## config.mk

```make
export PLATFORM = sky130hd
export DESIGN_NAME = serial_frame_deframer_unit
export DESIGN_NICKNAME = d
export VERILOG_FILES = /design/src/rtl/sfd_pkg.sv /design/src/rtl/sfd_store.sv /design/src/rtl/sfd_parser.sv /design/src/rtl/sfd_emitter.sv /design/src/rtl/serial_frame_deframer_unit.sv
export SDC_FILE = /design/constraint.sdc
export NUM_CORES = 1
export LEC_CHECK = 0
export BUFFER_PORTS_ARGS = -buffer_cell sky130_fd_sc_hd__buf_2
export CORE_ASPECT_RATIO = 0.9
export CORE_MARGIN = 4
export CORE_UTILIZATION = 61
export CTS_CLUSTER_DIAMETER = 120
export DETAILED_ROUTE_END_ITERATION = 6
export PLACE_DENSITY = 0.79
export SLEW_MARGIN = 20
export SYNTH_ARGS = -nofsm -noshare
export SYNTH_HDL_FRONTEND = slang
export SYNTH_SLANG_ARGS = --single-unit
```

## constraint.sdc

```tcl
create_clock -name i_clk -period 3.9 [get_ports i_clk]
set_clock_uncertainty 0.15 [all_clocks]
set_input_delay 0.195 -clock i_clk [delete_from_list [all_inputs] [get_ports i_clk]]
set_output_delay 0.195 -clock i_clk [all_outputs]
set_load 0.03 [all_outputs]
```

## src/rtl/sfd_pkg.sv

```systemverilog
`timescale 1ns / 1ps
`default_nettype none

package sfd_pkg;

    // Default size of the payload store, in bytes.
    localparam int MAX_PAYLOAD_DEF = 32;

    // Header bytes of a frame.
    localparam logic [7:0] HDR_A = 8'hB5;
    localparam logic [7:0] HDR_B = 8'h5B;

    // Shortest legal length byte: type byte plus check byte.
    localparam logic [7:0] LEN_MIN = 8'h02;

    // Frame type codes.
    localparam logic [7:0] TYPE_ALL    = 8'h02;
    localparam logic [7:0] TYPE_ENEMY  = 8'h03;
    localparam logic [7:0] TYPE_OWN    = 8'h04;
    localparam logic [7:0] TYPE_STATUS = 8'h07;

    // Record kinds on the output.
    localparam logic [1:0] KIND_ALL    = 2'd0;
    localparam logic [1:0] KIND_ENEMY  = 2'd1;
    localparam logic [1:0] KIND_OWN    = 2'd2;
    localparam logic [1:0] KIND_STATUS = 2'd3;

    // A status frame carries five payload bytes.
    localparam int STATUS_BYTES = 5;

    // Hand-over from the parser to the emitter when a frame closes.
    typedef struct packed {
        logic       start;
        logic       is_status;
        logic [1:0] kind;
    } t_frame_done;

endpackage

`default_nettype wire

```

## src/rtl/sfd_store.sv

```systemverilog
`timescale 1ns / 1ps
`default_nettype none

module sfd_store #(
    parameter int DEPTH = sfd_pkg::MAX_PAYLOAD_DEF,
    parameter int AW    = $clog2(sfd_pkg::MAX_PAYLOAD_DEF)
) (
    input  wire logic          i_clk,
    input  wire logic          i_wr_en,
    input  wire logic [AW-1:0] i_wr_addr,
    input  wire logic [7:0]    i_wr_data,
    input  wire logic          i_rd_en,
    input  wire logic [AW-1:0] i_rd_addr,
    output logic      [7:0]    o_rd_data
);

    logic [7:0] r_mem [DEPTH];
    logic [7:0] r_rd_data;

    // Write port, used by the parser while payload bytes arrive.
    always_ff @(posedge i_clk) begin
        if (i_wr_en) begin
            r_mem[i_wr_addr] <= i_wr_data;
        end
    end

    // Registered read port, used by the emitter; data appears in the cycle after i_rd_en.
    always_ff @(posedge i_clk) begin
        if (i_rd_en) begin
            r_rd_data <= r_mem[i_rd_addr];
        end
    end

    assign o_rd_data = r_rd_data;

endmodule

`default_nettype wire

```

## src/rtl/sfd_parser.sv

```systemverilog
`timescale 1ns / 1ps
`default_nettype none

module sfd_parser #(
    parameter int MAX_PAYLOAD = sfd_pkg::MAX_PAYLOAD_DEF,
    parameter int AW          = $clog2(sfd_pkg::MAX_PAYLOAD_DEF),
    parameter int CW          = $clog2(sfd_pkg::MAX_PAYLOAD_DEF + 1)
) (
    input  wire logic                 i_clk,
    input  wire logic                 i_rst_n,
    input  wire logic                 i_accept,
    input  wire logic [7:0]           i_byte,
    output logic                      o_wr_en,
    output logic [AW-1:0]             o_wr_addr,
    output logic [7:0]                o_wr_data,
    output sfd_pkg::t_frame_done      o_done,
    output logic [CW-1:0]             o_count
);

    localparam logic [7:0] LEN_MAX = 8'(MAX_PAYLOAD + 2);

    typedef enum logic [2:0] {
        PH_HUNT,
        PH_ARMED,
        PH_LEN,
        PH_TYPE,
        PH_PAYLOAD,
        PH_CHECK
    } t_phase;

    t_phase        r_phase, n_phase;
    logic [7:0]    r_len, n_len;
    logic [7:0]    r_type, n_type;
    logic [CW-1:0] r_pos, n_pos;
    logic [CW-1:0] pos_inc;

    assign pos_inc = r_pos + CW'(1);

    // Next state of the byte parser and the frame hand-over.
    always_comb begin
        n_phase = r_phase;
        n_len   = r_len;
        n_type  = r_type;
        n_pos   = r_pos;
        o_wr_en = 1'b0;
        o_done  = '0;
        if (i_accept) begin
            unique case (r_phase)
                PH_HUNT: begin
                    n_phase = (i_byte == sfd_pkg::HDR_A) ? PH_ARMED : PH_HUNT;
                end
                PH_ARMED: begin
                    if (i_byte == sfd_pkg::HDR_B) begin
                        n_phase = PH_LEN;
                    end else if (i_byte == sfd_pkg::HDR_A) begin
                        n_phase = PH_ARMED;
                    end else begin
                        n_phase = PH_HUNT;
                    end
                end
                PH_LEN: begin
                    if (i_byte < sfd_pkg::LEN_MIN || i_byte > LEN_MAX) begin
                        n_phase = (i_byte == sfd_pkg::HDR_A) ? PH_ARMED : PH_HUNT;
                    end else begin
                        n_len   = i_byte;
                        n_pos   = '0;
                        n_phase = PH_TYPE;
                    end
                end
                PH_TYPE: begin
                    n_type  = i_byte;
                    n_phase = (r_len > sfd_pkg::LEN_MIN) ? PH_PAYLOAD : PH_CHECK;
                end
                PH_PAYLOAD: begin
                    o_wr_en = 1'b1;
                    n_pos   = pos_inc;
                    if ((9'(pos_inc) + 9'd2) >= {1'b0, r_len}) begin
                        n_phase = PH_CHECK;
                    end
                end
                PH_CHECK: begin
                    // The check byte itself is not examined; the frame closes here.
                    n_phase = PH_HUNT;
                    case (r_type)
                        sfd_pkg::TYPE_ALL: begin
                            o_done.start = 1'b1;
                            o_done.kind  = sfd_pkg::KIND_ALL;
                        end
                        sfd_pkg::TYPE_ENEMY: begin
                            o_done.start = 1'b1;
                            o_done.kind  = sfd_pkg::KIND_ENEMY;
                        end
                        sfd_pkg::TYPE_OWN: begin
                            o_done.start = 1'b1;
                            o_done.kind  = sfd_pkg::KIND_OWN;
                        end
                        sfd_pkg::TYPE_STATUS: begin
                            // A status frame too short to fill the record is dropped.
                            if (r_pos >= CW'(sfd_pkg::STATUS_BYTES)) begin
                                o_done.start     = 1'b1;
                                o_done.is_status = 1'b1;
                                o_done.kind      = sfd_pkg::KIND_STATUS;
                            end
                        end
                        default: begin
                        end
                    endcase
                end
                default: begin
                    n_phase = PH_HUNT;
                end
            endcase
        end
    end

    // Parser state.
    always_ff @(posedge i_clk) begin
        if (!i_rst_n) begin
            r_phase <= PH_HUNT;
            r_len   <= '0;
            r_type  <= '0;
            r_pos   <= '0;
        end else begin
            r_phase <= n_phase;
            r_len   <= n_len;
            r_type  <= n_type;
            r_pos   <= n_pos;
        end
    end

    assign o_wr_addr = r_pos[AW-1:0];
    assign o_wr_data = i_byte;
    assign o_count   = r_pos;

endmodule

`default_nettype wire

```

## src/rtl/sfd_emitter.sv

```systemverilog
`timescale 1ns / 1ps
`default_nettype none

module sfd_emitter #(
    parameter int AW = $clog2(sfd_pkg::MAX_PAYLOAD_DEF),
    parameter int CW = $clog2(sfd_pkg::MAX_PAYLOAD_DEF + 1)
) (
    input  wire logic                 i_clk,
    input  wire logic                 i_rst_n,
    input  wire sfd_pkg::t_frame_done i_done,
    input  wire logic [CW-1:0]        i_count,
    output logic                      o_busy,
    output logic                      o_rd_en,
    output logic [AW-1:0]             o_rd_addr,
    input  wire logic [7:0]           i_rd_data,
    output logic                      o_valid,
    input  wire logic                 i_stall,
    output logic [1:0]                o_record_kind,
    output logic [5:0]                o_list_count,
    output logic [4:0]                o_elem_index,
    output logic [7:0]                o_elem_value,
    output logic [7:0]                o_target_health,
    output logic [7:0]                o_own_health,
    output logic [7:0]                o_hit_count,
    output logic [7:0]                o_shot_count,
    output logic [7:0]                o_ammo_left,
    output logic                      o_last
);

    localparam int CW1 = CW + 1;

    typedef enum logic [1:0] {
        ST_IDLE,
        ST_ISSUE,
        ST_LOAD,
        ST_SHOW
    } t_state;

    t_state        r_state;
    logic [AW-1:0] r_idx;
    logic [CW-1:0] r_count;
    logic          r_is_status;
    logic [1:0]    r_kind;
    logic [5:0]    r_list_count;
    logic [4:0]    r_elem_index;
    logic [7:0]    r_elem_value;
    logic [7:0]    r_status [sfd_pkg::STATUS_BYTES];
    logic          r_last;
    logic          idx_is_final;

    // The element just read closes the list.
    assign idx_is_final = (CW1'(r_idx) + CW1'(1)) == CW1'(r_count);

    // Drain sequencer: read entry into result word, show it; status reads all five.
    always_ff @(posedge i_clk) begin
        if (!i_rst_n) begin
            r_state <= ST_IDLE;
        end else begin
            unique case (r_state)
                ST_IDLE: begin
                    if (i_done.start) begin
                        r_idx        <= '0;
                        r_count      <= i_count;
                        r_is_status  <= i_done.is_status;
                        r_kind       <= i_done.kind;
                        r_list_count <= i_done.is_status ? 6'd0 : 6'(i_count);
                        r_elem_index <= '0;
                        r_elem_value <= '0;
                        for (int k = 0; k < sfd_pkg::STATUS_BYTES; k++) begin
                            r_status[k] <= '0;
                        end
                        // An empty list gives a single word straight away.
                        if (!i_done.is_status && i_count == '0) begin
                            r_last  <= 1'b1;
                            r_state <= ST_SHOW;
                        end else begin
                            r_last  <= 1'b0;
                            r_state <= ST_ISSUE;
                        end
                    end
                end
                ST_ISSUE: begin
                    r_state <= ST_LOAD;
                end
                ST_LOAD: begin
                    if (r_is_status) begin
                        for (int k = 0; k < sfd_pkg::STATUS_BYTES; k++) begin
                            if (r_idx == AW'(k)) begin
                                r_status[k] <= i_rd_data;
                            end
                        end
                        if (r_idx == AW'(sfd_pkg::STATUS_BYTES - 1)) begin
                            r_last  <= 1'b1;
                            r_state <= ST_SHOW;
                        end else begin
                            r_idx   <= r_idx + AW'(1);
                            r_state <= ST_ISSUE;
                        end
                    end else begin
                        r_elem_value <= i_rd_data;
                        r_elem_index <= 5'(r_idx);
                        r_last       <= idx_is_final;
                        r_state      <= ST_SHOW;
                    end
                end
                ST_SHOW: begin
                    if (!i_stall) begin
                        if (r_last) begin
                            r_state <= ST_IDLE;
                        end else begin
                            r_idx   <= r_idx + AW'(1);
                            r_state <= ST_ISSUE;
                        end
                    end
                end
                default: begin
                    r_state <= ST_IDLE;
                end
            endcase
        end
    end

    assign o_busy          = (r_state != ST_IDLE);
    assign o_rd_en         = (r_state == ST_ISSUE);
    assign o_rd_addr       = r_idx;
    assign o_valid         = (r_state == ST_SHOW);
    assign o_record_kind   = r_kind;
    assign o_list_count    = r_list_count;
    assign o_elem_index    = r_elem_index;
    assign o_elem_value    = r_elem_value;
    assign o_target_health = r_status[0];
    assign o_own_health    = r_status[1];
    assign o_hit_count     = r_status[2];
    assign o_shot_count    = r_status[3];
    assign o_ammo_left     = r_status[4];
    assign o_last          = r_last;

endmodule

`default_nettype wire

```

## src/rtl/serial_frame_deframer_unit.sv

```systemverilog
// Serial frame deframer. Received bytes enter one per word on the input channel; the
// parser takes a byte in the cycle it is offered, hunting for the header B5 5B, then a
// length byte, a type byte, the payload and a check byte, and writes payload bytes into
// a synchronous store of MAX_PAYLOAD entries. When the check byte of a list frame
// (types 02, 03, 04) or of a full status frame (type 07) arrives, the input stalls while
// the emitter drains the store through its single read port: a list element passes
// through address, read-data and output-word states, plus any output stall, and a
// status record reads its five bytes one at a time. An empty list gives its word in
// the next cycle. Bytes that cause no result never stall the input. No clearing pass
// follows reset: every store entry is written before it is read.
`timescale 1ns / 1ps
`default_nettype none

module serial_frame_deframer_unit #(
    parameter int MAX_PAYLOAD = sfd_pkg::MAX_PAYLOAD_DEF
) (
    input  wire logic       i_clk,
    input  wire logic       i_rst_n,
    input  wire logic       i_valid,
    output logic            o_stall,
    input  wire logic [7:0] i_rx_byte,
    output logic            o_valid,
    input  wire logic       i_stall,
    output logic [1:0]      o_record_kind,
    output logic [5:0]      o_list_count,
    output logic [4:0]      o_elem_index,
    output logic [7:0]      o_elem_value,
    output logic [7:0]      o_target_health,
    output logic [7:0]      o_own_health,
    output logic [7:0]      o_hit_count,
    output logic [7:0]      o_shot_count,
    output logic [7:0]      o_ammo_left,
    output logic            o_last
);

    localparam int AW = $clog2(MAX_PAYLOAD);
    localparam int CW = $clog2(MAX_PAYLOAD + 1);

    sfd_pkg::t_frame_done done;
    logic [CW-1:0]        count;
    logic                 busy;
    logic                 accept;
    logic                 wr_en;
    logic [AW-1:0]        wr_addr;
    logic [7:0]           wr_data;
    logic                 rd_en;
    logic [AW-1:0]        rd_addr;
    logic [7:0]           rd_data;

    // The input is held off while a frame's results are being drained.
    assign o_stall = busy;
    assign accept  = i_valid && !busy;

    sfd_parser #(
        .MAX_PAYLOAD (MAX_PAYLOAD),
        .AW          (AW),
        .CW          (CW)
    ) u_parser (
        .i_clk     (i_clk),
        .i_rst_n   (i_rst_n),
        .i_accept  (accept),
        .i_byte    (i_rx_byte),
        .o_wr_en   (wr_en),
        .o_wr_addr (wr_addr),
        .o_wr_data (wr_data),
        .o_done    (done),
        .o_count   (count)
    );

    sfd_store #(
        .DEPTH (MAX_PAYLOAD),
        .AW    (AW)
    ) u_store (
        .i_clk     (i_clk),
        .i_wr_en   (wr_en),
        .i_wr_addr (wr_addr),
        .i_wr_data (wr_data),
        .i_rd_en   (rd_en),
        .i_rd_addr (rd_addr),
        .o_rd_data (rd_data)
    );

    sfd_emitter #(
        .AW (AW),
        .CW (CW)
    ) u_emitter (
        .i_clk           (i_clk),
        .i_rst_n         (i_rst_n),
        .i_done          (done),
        .i_count         (count),
        .o_busy          (busy),
        .o_rd_en         (rd_en),
        .o_rd_addr       (rd_addr),
        .i_rd_data       (rd_data),
        .o_valid         (o_valid),
        .i_stall         (i_stall),
        .o_record_kind   (o_record_kind),
        .o_list_count    (o_list_count),
        .o_elem_index    (o_elem_index),
        .o_elem_value    (o_elem_value),
        .o_target_health (o_target_health),
        .o_own_health    (o_own_health),
        .o_hit_count     (o_hit_count),
        .o_shot_count    (o_shot_count),
        .o_ammo_left     (o_ammo_left),
        .o_last          (o_last)
    );

`ifndef ASSERT_OFF
    // No byte is taken while a result word is on offer.
    a_no_accept_while_showing: assert property (@(posedge i_clk) disable iff (!i_rst_n)
        (i_valid && !o_stall) |-> !o_valid)
        else $error("input byte accepted while a result word is pending");

    // The final word of a frame ends the run.
    a_last_ends_run: assert property (@(posedge i_clk) disable iff (!i_rst_n)
        (o_valid && !i_stall && o_last) |=> !o_valid)
        else $error("result word offered after the final word of a frame");

    // A status record is always a run of one word.
    a_status_single: assert property (@(posedge i_clk) disable iff (!i_rst_n)
        (o_valid && o_record_kind == sfd_pkg::KIND_STATUS) |-> o_last)
        else $error("status record not marked as final word");

    // The store is never written while it is being drained.
    a_no_write_in_drain: assert property (@(posedge i_clk) disable iff (!i_rst_n)
        busy |-> !wr_en)
        else $error("payload store written during drain");
`endif

endmodule

`default_nettype wire
```

---- After elaboration in Yosys (flattened, before gate mapping) ----
Memory sizes are Yosys's and may differ from the RTL's. A register that Yosys moved wholly into a read port is not among the register bits.
Cells that the tools add are included.
word-level totals
  word-level logic and storage cells ...... 157
  memories kept ........................... 2
  output and inout bits ................... 64
  bits in registers ....................... 61
  memory bits (writable) .................. 296
memories
  memory              depth  width  rd ports  clocked after Yosys merged registers in  write ports  line               source
  u_store.r_mem       32     8      1         1                                        1            sfd_store.sv:17    logic [7:0] r_mem [DEPTH];
  u_emitter.r_status  5      8      5         0                                        5            sfd_emitter.sv:47  logic [7:0] r_status [sfd_pkg::STATUS_BYTES];
operators by class
  add/subtract/negate cells ............... 4
  order comparisons ....................... 5
  reduce and logical (&&, ||, !) cells .... 24
  multiplexer cells ....................... 75
  equal/unequal tests ..................... 28
  bitwise gates (word level) .............. 6
operator list
  operator                                                       count
  2-to-1 mux 8 bit                                               7
  2-to-1 mux 1 bit                                               41
  2-to-1 mux 5 bit                                               6
  equality test 8 x 2 -> 1 bit, second input constant            2
  equality test 8 x 3 -> 1 bit, second input constant            2
  case mux 8 bit (2 select lines)                                1
  case mux 3 bit (5 select lines)                                1
  case mux 5 bit (3 select lines)                                1
  2-to-1 mux 4 bit                                               3
  inequality test 2 bit, second input constant                   6
  case mux 6 bit (2 select lines)                                1
  equality test 5 x 2 -> 1 bit, second input constant            2
  2-to-1 mux 2 bit                                               5
  case mux 5 bit (2 select lines)                                1
  >= comparator 9 x 8 -> 1 bit                                   1
  2-to-1 mux 3 bit                                               3
  AND reduction 3 bit                                            3
  equality test 8 x 7 -> 1 bit, second input constant            1
  equality test 8 bit, second input constant                     1
  greater-than comparator 8 x 2 -> 1 bit, second input constant  1
  greater-than comparator 8 x 6 -> 1 bit, second input constant  1
  < comparator 8 x 2 -> 1 bit, second input constant             1
  case mux 2 bit (4 select lines)                                1
  AND reduction 2 bit                                            4
  other kinds (32)                                               46

---- Logic depth before layout (Yosys ltp) ----
  depth after elaboration ................. 10
  mapped depth ............................ 12
  depth with buffers taken out ............ 11

---- Modules after synthesis ----
Synthesis repeated with hierarchy kept, for this count alone.
second synthesis, totals
  cell total of the unflattened synthesis .. 799
  area, all modules ....................... 14777.9 um^2
by module, submodules not included
  module                      cells an instance  area an instance (um^2)  times used  seq. area each (um^2)
  sfd_store                   417                10133.5                  1           7927.6
  sfd_emitter                 175                2940.3                   1           2262.2
  sfd_parser                  206                1690.4                   1           500.5
  serial_frame_deframer_unit  1                  13.8                     1           0.0

---- Least setup slack after synthesis ----
Ideal clock, no wire load.
  kind .................................... register to register
  from .................................... register u_parser.r_pos[2], in the netlist u_parser.o_count[2]
  to ...................................... register u_parser.r_phase[0]
  slack ................................... 1124 ps
  required time ........................... 3634 ps
  arrival ................................. 2510 ps
  clock period less this slack ............ 2776 ps
  setup time .............................. 116 ps
  cell stages (with the launch flop) ...... 13
  cell sequence ........................... dfxtp_1 -> clkbuf_1 -> nand3_1 -> xnor2_1 -> nand2_1 -> o311ai_0 -> xor2_1 -> ha_1 -> a21o_1 -> a21oi_1 -> o21ai_0 -> or2_2 -> o211a_1
between the ends
  word-level cells in the longest chain between the ends .. 5
ends and longest elaborated chain
  element                                   line               source
  start: declaration                        sfd_parser.sv:34   logic [CW-1:0] r_pos, n_pos;
  start signal: assignment                  sfd_parser.sv:127  r_pos <= n_pos;
  adder 6 x 1 -> 6 bit                      sfd_parser.sv:37   assign pos_inc = r_pos + CW'(1);
  adder 6 x 2 -> 7 bit                      sfd_parser.sv:77   if ((9'(pos_inc) + 9'd2) >= {1'b0, r_len}) begin
  >= comparator 9 x 8 -> 1 bit              sfd_parser.sv:77
  inequality test 2 x 1 -> 1 bit (no line)  --
  AND reduction 2 bit (no line)             --
  end signal: assignment                    sfd_parser.sv:124  r_phase <= n_phase;
  end: declaration                          sfd_parser.sv:31   t_phase r_phase, n_phase;
Every way passes these cells.
A chain may end at the register's enable or synchronous reset.

---- Worst setup path in the final report ----
Ends and elaborated chain as after synthesis.

==> impl_metrics.tcl <==
set metrics [dict create \
    syn-num-nets 805 \
    maxCapViolCount 0 \
    cts_max_path_buffers 3 \
    wl_per_cell_um 26.0 \
    cp_data_arrival_time_ps 3470 \
    cp.depth 11 \
    tightest_slew_ps 978 \
    netlist_instances 776 \
    post-cts-setup-buffers 0 \
    drt_pass1_iterations 5 \
    coreArea_um2 23500 \
    num_vias 7691 \
    synthFlopType "edfxtp_1" \
    cts.sinks 365 \
    slew_headroom 0.345 \
    path_delay_family "compound AO/OA/AOI/OAI gates" \
    cp_slowest_cell "dfxtp_1" \
    synth_edf_count 338 \
    critical_path.max_fanout 10 \
    cp_slowest_stage_delay_ps 520 \
    finalCritPeriodShare 0.824 \
    cts_buffers 35 \
    grt_pass1_wl_um 48100 \
    nNetsFinal 917 \
    initialDrtViolationCount 1131 \
    cts_tree "built" \
    vias_per_cell 6.33 \
    powerDensity_nw_per_um2 459 \
    p_leak_nw 5.59 \
    grt_overflow_total 0 \
    hp-start "i_rst_n" \
    crit_type "flip-flop to flip-flop" \
    finalMaxSlewViolations 0 \
    endpoint_kind "flip-flop" \
    hold_viol 0 \
    worst_hold_path_type "input pin to flip-flop" \
    critPathLaunch "u_parser.o_count[2]" \
    dp.cells 1151 \
    path_clk_slew_ps 60 \
    crit_path_start_kind "flip-flop" \
    ys_warn_count 0 \
    io_pins 76 \
    reg2reg_depth 11 \
    grt_pass1_vias 7764 \
    whs_ps 68.4 \
    syn2layout_area_growth_pct 13.4 \
    ctsResizeCount 0 \
    period_needed_ps 3210 \
    crit_chain "nand3_1 -> xnor2_1 -> nand2_1 -> o311ai_0 -> xor2_1 -> ha_1 -> a21o_1 -> a21oi_1 -> o21ai_0 -> or2_2 -> o211a_1" \
    path_buf_inv 0 \
    r2r_start "u_parser.o_count[2]" \
    hold_depth 2 \
    die_width_um 171 \
    p_comb_frac 0.012 \
    post-route-cell-area_um2 16500 \
    dieArea_um2 26500 \
    cts_root_buf "clkbuf_16" \
    yosys_register_bits 365 \
    synth_area_leaders "edfxtp_1 (70%), mux4_2 (11%), dfxtp_1 (3.7%), ha_1 (1.5%), nor2_1 (1.3%)" \
    syn_avg_cell_area_um2 18.8 \
    rsz0062_at_grt "false" \
    drive_gt1_frac 0.265 \
    fmax_ghz 0.311 \
    finalSetupViolations 0 \
    portBuffers 75 \
    setup_tns_ps 0 \
    gp_congestion 0.896 \
    swShare 0.191 \
    worstSkewPairLatency_ps 510 \
    synth_cell_types 53 \
    totalWireLength_um 31500 \
    pwr-share-seq 0.561 \
    grt_max_degree 66 \
    yosysTopAreaCellShare 0.696 \
    stdcell_count 1215 \
    fillers 1408 \
    htree_levels 2 \
    antenna_cells 0 \
    dp_hpwl_um 19800 \
    die_h_um 155 \
    cp.required_ps 4150 \
    initial_core_util 0.622 \
    p_int_w 0.00614 \
    outcome "finished clean" \
    ys_async_sr_fraction 0 \
    ir_drop_mv 0.434 \
    std_cell_rows 53 \
    placed_area_um2 15400 \
    netlist_area_um2 14600 \
    ant_nets 0 \
    grt_util_all_layers 0.245 \
    clockPowerShare 0.427 \
    drcViolationCount 0 \
    synth_top_cell_by_area "edfxtp_1" \
    p_sw_w 0.00145 \
    antenna_found_initial 0 \
    ys_seq_area_frac 0.733 \
]
## synthesized netlist by cell type (8+ instances only)
| cell type | n |
|---|---|
| edfxtp_1 | 338 |
| mux4_2 | 73 |
| nor2_1 | 50 |
| dfxtp_1 | 27 |
| and2_1 | 26 |
| nand2_1 | 26 |
| nor2b_1 | 25 |
| clkbuf_1 | 18 |
| ha_1 | 17 |
| inv_1 | 15 |
| nand3_1 | 15 |
| mux2i_1 | 14 |
| xor2_1 | 10 |
| a21oi_1 | 8 |
| mux2_2 | 8 |
## kinds of logic (layout without fill, tap and decap cells)
kind of cell | count (synthesis) | after routing | share of synthesized area
xor+xnor | 16 | 16 | 0.00960
compound gates | 47 | 47 | 0.0233
simple gates | 181 | 181 | 0.0639
mux | 102 | 102 | 0.141
flops | 365 | 365 | 0.733
fa+ha+maj | 17 | 17 | 0.0146
buf+inv | 48 | 185 | 0.0148
## sequential cells by signal, indices dropped and copies added (netlist names)
register / count
u_parser.r_type: 8
u_parser.r_len: 8
u_parser.r_phase: 3
u_emitter.o_elem_value: 8
u_emitter.r_is_status: 1
u_emitter.r_status: 40
u_emitter.r_count: 6
u_store.r_mem: 256
u_emitter.r_state: 2
u_store.o_rd_data: 8
u_emitter.o_record_kind: 2
u_emitter.o_last: 1
u_emitter.o_rd_addr: 5
u_emitter.o_elem_index: 5
u_parser.o_count: 6
u_emitter.o_list_count: 6
## path summary, 6_finish.rpt
path                                             to  slack (ps)
worst max-delay path            u_parser.r_phase[0]         690
worst min-delay path            u_parser.o_count[5]          70
worst max register to register  u_parser.r_phase[0]         690
worst min register to register    u_parser.r_len[7]         350
## worst reg2reg max path, delay by kind of cell, from the launching register on
| kind | cells | cell delay (ps) |
|---|---|---|
| AO/OA/AOI/OAI | 5 | 1090 |
| XOR/XNOR | 2 | 530 |
| adder cells (fa/ha/maj) | 1 | 220 |
| flip-flops | 1 | 520 |
| AND/OR/NAND/NOR | 3 | 590 |
## metal layers
layer  track usage  vias to the layer above  wire length, um
met1         0.349                     3964            12600
met3        0.0457                       48             2570
met4        0.0634                        0              620
met5             0                        -                0
li1              -                     3316                -
met2         0.399                      363            15800
## cell usage in the layout (no fill, tap or decap), types with 6 or more instances in the layout
cell type	n
inv_1	15
clkbuf_16	37
nand3_1	15
and2_1	26
ha_1	17
mux2i_1	14
dfxtp_1	27
buf_4	30
clkinv_1	6
clkbuf_1	7
clkinv_2	7
nor3_1	6
edfxtp_1	338
xnor2_1	6
nor2_1	50
mux4_2	73
nor2b_1	24
a21oi_1	8
mux2_2	8
nand2_1	26
mux4_1	7
xor2_1	10
buf_2	75
## power by group through the flow
| stage | clock [W] | sequential [W] | combinational [W] |
|---|---|---|---|
| final | 0.00324 | 0.00426 | 0.0000889 |
| after global routing | 0.00347 | 0.00426 | 0.0000969 |
| after CTS | 0.00330 | 0.00426 | 0.0000886 |
| after detailed placement | 0 | 0.00435 | 0.0000867 |
| after global placement | 0 | 0.00434 | 0.0000790 |
| after floorplan | 0 | 0.00434 | 0.0000238 |
## layout make-up
type,count,area (um2),share of cell area
inverters,15,56.3,0.00340
flip-flops and latches,365,10700,0.646
clock inverters,18,140,0.00847
repair buffers,108,641,0.0387
well taps,302,378,0.0228
multi-input cells,363,3690,0.223
clock buffers,44,952,0.0576
## metrics by stage
stage / total power, W / setup slack (ps) / util
floorplan: 0.00437 / 1120 / -
global placement: 0.00442 / 993 / 0.657
detailed placement: 0.00443 / 790 / 0.657
CTS: 0.00765 / 765 / 0.705
global route: 0.00782 / 546 / 0.705
finish: 0.00759 / 688 / 0.705
## repair_timing
item,4_1_cts,5_1_grt
endpoints found under the setup margin,0,0
hold buffers,2,0
hold endpoints to repair,9,0
Note: power is estimated with default switching activity, not from simulation.
